`config.mk`:
```
export PLATFORM = sky130hd
export DESIGN_NAME = midi_channel_message_parser
export DESIGN_NICKNAME = d
export VERILOG_FILES = /design/src/sv/mcmp_pkg.sv /design/src/sv/midi_channel_message_parser.sv
export SDC_FILE = /design/constraint.sdc
export NUM_CORES = 1
export LEC_CHECK = 0
export BUFFER_PORTS_ARGS = -buffer_cell sky130_fd_sc_hd__buf_2
export CORE_MARGIN = 3
export CORE_UTILIZATION = 30
export CTS_BUF_LIST = sky130_fd_sc_hd__clkbuf_4 sky130_fd_sc_hd__clkbuf_8
export CTS_CLUSTER_SIZE = 20
export DETAILED_ROUTE_END_ITERATION = 10
export PLACE_DENSITY = 0.51
export SYNTH_ARGS = -nofsm -noshare
export SYNTH_HDL_FRONTEND = slang
export SYNTH_SLANG_ARGS = --single-unit
```
`constraint.sdc`:
```
create_clock -name clk -period 4.22 [get_ports clk]
set_input_delay 1.055 -clock clk [delete_from_list [all_inputs] [get_ports clk]]
set_output_delay 1.055 -clock clk [all_outputs]
set_load 0.03 [all_outputs]
```
`src/sv/mcmp_pkg.sv`:
```
// ----------------------------------------------------------------------------
// mcmp_pkg
// types and constants shared by the midi channel message parser
// ----------------------------------------------------------------------------
package mcmp_pkg;

  typedef enum logic [2:0] {
    KIND_NOTE_OFF       = 3'd0,
    KIND_NOTE_ON        = 3'd1,
    KIND_CONTROL_CHANGE = 3'd2,
    KIND_PITCH_BEND     = 3'd3,
    KIND_PROGRAM_CHANGE = 3'd4,
    KIND_AFTERTOUCH     = 3'd5
  } event_kind_t;

  localparam logic [3:0] NIB_NOTE_OFF       = 4'h8;
  localparam logic [3:0] NIB_NOTE_ON        = 4'h9;
  localparam logic [3:0] NIB_POLY_TOUCH     = 4'hA;
  localparam logic [3:0] NIB_CONTROL_CHANGE = 4'hB;
  localparam logic [3:0] NIB_PROGRAM_CHANGE = 4'hC;
  localparam logic [3:0] NIB_CHANNEL_TOUCH  = 4'hD;
  localparam logic [3:0] NIB_PITCH_BEND     = 4'hE;
  localparam logic [3:0] NIB_SYSTEM         = 4'hF;

  localparam logic [4:0] RECEIVE_CHANNEL_RESET = 5'd1;

  typedef struct packed {
    event_kind_t kind;
    logic [3:0]  channel;
    logic [6:0]  first_data;
    logic [6:0]  second_data;
  } event_t;

  function automatic logic [1:0] length_of(input logic [3:0] nib);
    logic [1:0] len;
    case (nib)
      NIB_NOTE_OFF, NIB_NOTE_ON, NIB_POLY_TOUCH, NIB_CONTROL_CHANGE, NIB_PITCH_BEND:
        len = 2'd2;
      NIB_PROGRAM_CHANGE, NIB_CHANNEL_TOUCH:
        len = 2'd1;
      default:
        len = 2'd0;
    endcase
    return len;
  endfunction

endpackage

```
`src/sv/midi_channel_message_parser.sv`:
```
// ----------------------------------------------------------------------------
// midi_channel_message_parser
// running status midi parser that emits channel voice events for one channel
//
//   channel  dir  handshake            payload
//   rx       in   rx_valid/rx_stall    rx_byte
//   event    out  event_valid/stall    event_kind, event_channel,
//                                      first_data, second_data
//   cfg      in   cfg_valid/cfg_ready  cfg_data (receive channel)
//
// one byte is parsed per cycle while rx_stall is low; the result word goes
// to the output register, or to the skid register behind it while one
// event waits, so a byte can still be taken; rx_stall rises only when both
// are full. state update and event decode are one pass of logic before the
// output register. rst is synchronous and returns receive channel to 1.
// ----------------------------------------------------------------------------
module midi_channel_message_parser (
  input  logic       clk,
  input  logic       rst,
  input  logic       rx_valid,
  output logic       rx_stall,
  input  logic [7:0] rx_byte,
  output logic       event_valid,
  input  logic       event_stall,
  output logic [2:0] event_kind,
  output logic [3:0] event_channel,
  output logic [6:0] first_data,
  output logic [6:0] second_data,
  input  logic       cfg_valid,
  output logic       cfg_ready,
  input  logic [4:0] cfg_data
);

  logic [4:0] receive_channel;
  logic [3:0] status_nibble;
  logic [3:0] message_channel;
  logic [1:0] expected_length;
  logic [1:0] received_count;
  logic [6:0] data_store [2];

  logic [3:0] status_nibble_next;
  logic [3:0] message_channel_next;
  logic [1:0] expected_length_next;
  logic [1:0] received_count_next;
  logic [6:0] data_store_next [2];

  mcmp_pkg::event_t out_word;
  mcmp_pkg::event_t skid_word;
  logic             skid_valid;

  logic             accept;
  logic             out_take;
  logic             is_status;
  logic             store_en;
  logic [1:0]       count_stored;
  logic             complete;
  logic             match;
  logic             res_valid;
  mcmp_pkg::event_t res_word;

  assign cfg_ready = 1'b1;
  assign rx_stall  = skid_valid;
  assign accept    = rx_valid && !rx_stall;
  assign out_take  = event_valid && !event_stall;

  always_comb begin
    status_nibble_next   = status_nibble;
    message_channel_next = message_channel;
    expected_length_next = expected_length;
    received_count_next  = received_count;
    data_store_next      = data_store;
    res_valid            = 1'b0;
    res_word.kind        = mcmp_pkg::KIND_NOTE_OFF;
    res_word.channel     = message_channel;
    res_word.first_data  = data_store[0];
    res_word.second_data = 7'd0;

    is_status    = rx_byte[7];
    store_en     = received_count < expected_length;
    count_stored = store_en ? received_count + 2'd1 : received_count;
    complete     = count_stored == expected_length;
    match        = receive_channel == ({1'b0, message_channel} + 5'd1);

    if (is_status) begin
      if (rx_byte[7:4] != mcmp_pkg::NIB_SYSTEM) begin
        status_nibble_next   = rx_byte[7:4];
        message_channel_next = rx_byte[3:0];
        expected_length_next = mcmp_pkg::length_of(rx_byte[7:4]);
      end
    end else begin
      if (store_en) begin
        data_store_next[received_count[0]] = rx_byte[6:0];
      end
      received_count_next = complete ? 2'd0 : count_stored;
      res_word.first_data = data_store_next[0];
      if (complete && match) begin
        if (count_stored == 2'd2) begin
          res_word.second_data = data_store_next[1];
          case (status_nibble)
            mcmp_pkg::NIB_NOTE_OFF: begin
              res_valid     = 1'b1;
              res_word.kind = mcmp_pkg::KIND_NOTE_OFF;
            end
            mcmp_pkg::NIB_NOTE_ON: begin
              res_valid     = 1'b1;
              res_word.kind = mcmp_pkg::KIND_NOTE_ON;
            end
            mcmp_pkg::NIB_CONTROL_CHANGE: begin
              res_valid     = 1'b1;
              res_word.kind = mcmp_pkg::KIND_CONTROL_CHANGE;
            end
            mcmp_pkg::NIB_PITCH_BEND: begin
              res_valid     = 1'b1;
              res_word.kind = mcmp_pkg::KIND_PITCH_BEND;
            end
            default: res_valid = 1'b0;
          endcase
        end else if (count_stored == 2'd1) begin
          case (status_nibble)
            mcmp_pkg::NIB_PROGRAM_CHANGE: begin
              res_valid     = 1'b1;
              res_word.kind = mcmp_pkg::KIND_PROGRAM_CHANGE;
            end
            mcmp_pkg::NIB_CHANNEL_TOUCH: begin
              res_valid     = 1'b1;
              res_word.kind = mcmp_pkg::KIND_AFTERTOUCH;
            end
            default: res_valid = 1'b0;
          endcase
        end
      end
    end
  end

  always_ff @(posedge clk) begin
    if (rst) begin
      receive_channel <= mcmp_pkg::RECEIVE_CHANNEL_RESET;
      status_nibble   <= 4'd0;
      message_channel <= 4'd0;
      expected_length <= 2'd0;
      received_count  <= 2'd0;
      data_store[0]   <= 7'd0;
      data_store[1]   <= 7'd0;
      event_valid     <= 1'b0;
      skid_valid      <= 1'b0;
    end else begin
      if (cfg_valid && cfg_ready) begin
        receive_channel <= cfg_data;
      end
      if (accept) begin
        status_nibble   <= status_nibble_next;
        message_channel <= message_channel_next;
        expected_length <= expected_length_next;
        received_count  <= received_count_next;
        data_store      <= data_store_next;
      end
      if (skid_valid) begin
        if (out_take) begin
          out_word   <= skid_word;
          skid_valid <= 1'b0;
        end
      end else if (event_valid && !out_take) begin
        if (accept && res_valid) begin
          skid_word  <= res_word;
          skid_valid <= 1'b1;
        end
      end else begin
        event_valid <= accept && res_valid;
        if (accept && res_valid) begin
          out_word <= res_word;
        end
      end
    end
  end

  assign event_kind    = out_word.kind;
  assign event_channel = out_word.channel;
  assign first_data    = out_word.first_data;
  assign second_data   = out_word.second_data;

  // skid only fills behind a held output word
  a_skid_behind_out: assert property (@(posedge clk) disable iff (rst)
    skid_valid |-> event_valid)
    else $error("skid word without output word");

  a_count_range: assert property (@(posedge clk) disable iff (rst)
    received_count != 2'd3 && expected_length != 2'd3)
    else $error("data count out of range");

  a_kind_range: assert property (@(posedge clk) disable iff (rst)
    event_valid |-> event_kind <= 3'd5)
    else $error("event kind out of range");

  a_one_byte_zero: assert property (@(posedge clk) disable iff (rst)
    event_valid && (event_kind == mcmp_pkg::KIND_PROGRAM_CHANGE ||
    event_kind == mcmp_pkg::KIND_AFTERTOUCH) |-> second_data == 7'd0)
    else $error("one byte message with nonzero second data");

  a_status_no_event: assert property (@(posedge clk) disable iff (rst)
    accept && rx_byte[7] && !event_valid |=> !event_valid)
    else $error("status byte produced an event");

endmodule

```
==> impl_metrics.json <==
{
  "status": "completed",
  "synth_cell_types": 50,
  "netlist_instances": 296,
  "fp.coreArea_um2": 11080,
  "synth.mux.area_fraction_pct": 12.98,
  "drtIter0Drc": 80,
  "syn_to_final_growth_pct": 15.27,
  "finClkSkew_ps": 12.82,
  "syn-num-nets": 316,
  "start_util_pct": 31.50,
  "fmax_mhz": 309.6,
  "finalSetupViolCount": 0,
  "synth_xor_area_share_pct": 2.510,
  "insertion_delay_ps": 350,
  "htreeDepth": 3,
  "drcViolationCount": 0,
  "holdBufCountCts": 0,
  "placedCellCount": 459,
  "grt_pass1_vias": 2215,
  "die_h_um": 113.9,
  "die_w_um": 113.9,
  "slowest_delay_ps": 630,
  "ios": 42,
  "p_leak_nw": 1.473,
  "cts_tree": "done",
  "cts_sinks": 75,
  "final_cell_mix": "edfxtp_1 (42), buf_2 (40), nor2_1 (37)",
  "startpoint_type": "flop",
  "cp.required_ps": 4270,
  "cpMaxStageDelayCell": "a221oi_4",
  "tightest_slew_ps": 1056,
  "cts_root_buf": "clkbuf_8",
  "syn_area_um2": 3490,
  "final_hold_viol_count": 0,
  "p_per_area_nw_per_um2": 387.4,
  "crit_fanout": 11,
  "cpLargestDelayFamily": "compound AO/OA/AOI/OAI gates",
  "cts_max_path_buffers": 2,
  "wl_per_cell_um": 15.64,
  "vdd_ir_drop_max_v": 0.0001458,
  "async_flop_share_pct": 0,
  "worstSetupPathType": "reg -> reg",
  "arrival_ps": 3280,
  "fin_nets": 350,
  "synth_top_family_by_area": "simple AND/OR/NAND/NOR gates",
  "antennaDiodeCount": 0,
  "fin_cells": 475,
  "layout-drive-gt1-share_pct": 28.66,
  "yosys.area_share.adder_pct": 0.7171,
  "period_share_pct": 76.53,
  "firstDrtPassIters": 5,
  "final_common_cell": "edfxtp_1",
  "synth_ff_type": "edfxtp_1",
  "grt_usage_pct": 11.99,
  "routabilityCongestion": 0.8436,
  "hold_path.class": "reg -> reg",
  "grt_max_degree": 34,
  "slew_headroom_pct": 29.31,
  "synth_edf_count": 42,
  "synth-compound-area-share_pct": 10.40,
  "fillers": 1124,
  "worstSetupEndpointType": "flop",
  "yosys_warnings": 0,
  "cts_repair_resize_count": 0,
  "clk_pin_slew_worst_paths_ps": 80,
  "grt_overflow_total": 0,
  "finalWirelength_mm": 7.429,
  "yosys.area_share.simple_pct": 13.27,
  "routed_via_density": 4.825,
  "dp_hpwl_mm": 5.197,
  "antenna_found_initial": 0,
  "ant_nets": 0,
  "dieArea_um2": 12960,
  "slew_violations": 0,
  "tns_ps": 0,
  "grt_pass1_wl_mm": 11.88,
  "ys_ff_latch": 75,
  "vias": 2292,
  "num_rows": 38,
  "min_period_ps": 3230,
  "path_buf_inv": 1,
  "grt_setup_unrepaired": "false",
  "path_cells": "ha_1 -> or3b_1 -> o21ai_2 -> o221a_4 -> o2111ai_1 -> a221oi_4 -> buf_4",
  "synth-seq-area-share_pct": 55.07,
  "portBuffers": 40,
  "cts_setup_buffers": 0,
  "maxCapViolations": 0,
  "cts_inserted_buffers": 9,
  "avgSynthCellArea_um2": 11.79
}
[registers in the layout, summed over array words and instances, names as in the netlist]
| register | cells |
|---|---|
| message_channel | 4 |
| expected_length | 2 |
| receive_channel | 5 |
| first_data | 7 |
| second_data | 7 |
| status_nibble | 4 |
| received_count | 2 |
| event_channel | 4 |
| event_valid | 1 |
| skid_word | 21 |
| event_kind | 3 |
| rx_stall | 1 |
| data_store | 14 |
[kinds of logic (layout without fill, tap and decap cells)]
kind of cell / Yosys count / in the layout
buffers and inverters: 27 / 66
AO/OA/AOI/OAI: 45 / 45
adder cells (fa/ha/maj): 2 / 2
multiplexers: 43 / 43
XOR/XNOR: 10 / 10
other: 1 / 1
AND/OR/NAND/NOR: 93 / 93
flip-flops: 75 / 75
[worst reg2reg max path: cells and delay by family (launching register included)]
family          cells  cell delay [ps]
buf+inv             1              320
flops               1              520
fa+ha+maj           1              350
compound gates      4             1240
simple gates        1              490
[report_power, final]
part           internal (mW)  switching (mW)  leakage (nW)  total, mW
clock                  0.402           0.273         0.124      0.675
combinational         0.0404          0.0568         0.716     0.0973
sequential             0.775          0.0107         0.633      0.786
[metal layers]
layer  vias to the layer above  track usage (%)  wire length, um
li1                       1135                -                -
met1                      1101            16.24             3654
met2                        44            18.14             3316
met3                        12            2.546              306
met4                         0            6.017              150
met5                         -                0                0
[cell usage after synthesis (2+ instances only)]
cell / number / area [um2]
o31ai_4: 2 / 42.54
nor2_1: 37 / 138.9
inv_1: 5 / 18.77
nor3b_2: 2 / 25.02
buf_6: 6 / 67.56
o31ai_1: 7 / 52.55
nand2_1: 23 / 86.33
xor2_1: 4 / 35.03
edfxtp_1: 42 / 1261
buf_4: 3 / 22.52
ha_1: 2 / 25.02
nand3b_1: 3 / 22.52
dfxtp_1: 33 / 660.6
clkbuf_1: 9 / 33.78
mux2i_1: 25 / 250.2
nand4_1: 2 / 12.51
a221oi_1: 3 / 26.28
mux2_2: 18 / 202.7
dlygate4sd1_1: 2 / 17.52
a22oi_1: 3 / 22.52
o2bb2ai_1: 2 / 17.52
nand2b_1: 2 / 12.51
xnor2_1: 6 / 52.55
a21oi_1: 10 / 50.05
nor2b_1: 2 / 12.51
nor3_1: 2 / 10.01
o21ai_0: 8 / 40.04
nand3_1: 11 / 55.05
[cell type report]
class	instances	area (um2)	share of cell area, %
timing repair buffer	45	250.2	6.221
tap	140	175.2	4.355
clock buffer	10	131.4	3.266
inverter	5	18.77	0.4666
sequential	75	1922	47.78
clock inverter	6	112.6	2.799
multi-input combinational	194	1413	35.12
[path summary, 6_finish.rpt]
kind | startpoint | slack (ps) | to | cells past startpoint
min | data_store[4]$_SDFFE_PP0P_ | 460 | data_store[4]$_SDFFE_PP0P_ | 2
max reg2reg | received_count[1]$_SDFFE_PP0P_ | 990 | event_channel[0]$_DFFE_PP_ | 7
max | received_count[1]$_SDFFE_PP0P_ | 990 | event_channel[0]$_DFFE_PP_ | 7
min reg2reg | data_store[4]$_SDFFE_PP0P_ | 460 | data_store[4]$_SDFFE_PP0P_ | 2
[through the flow]
step	utilization [%]	cell area (um2)	hold slack [ps]	total power, mW	setup WS, ps
after floorplan	-	3490	407.4	0.8714	196.5
final	36.31	4023	456.4	1.559	990.4
after global placement	34.11	3779	442.0	0.9001	1043
after global routing	36.31	4023	485.2	1.627	774.0
after CTS	36.31	4023	458.3	1.583	943.0
after detailed placement	34.11	3779	447.7	0.9006	963.5
(Power assumes the default switching activity.)
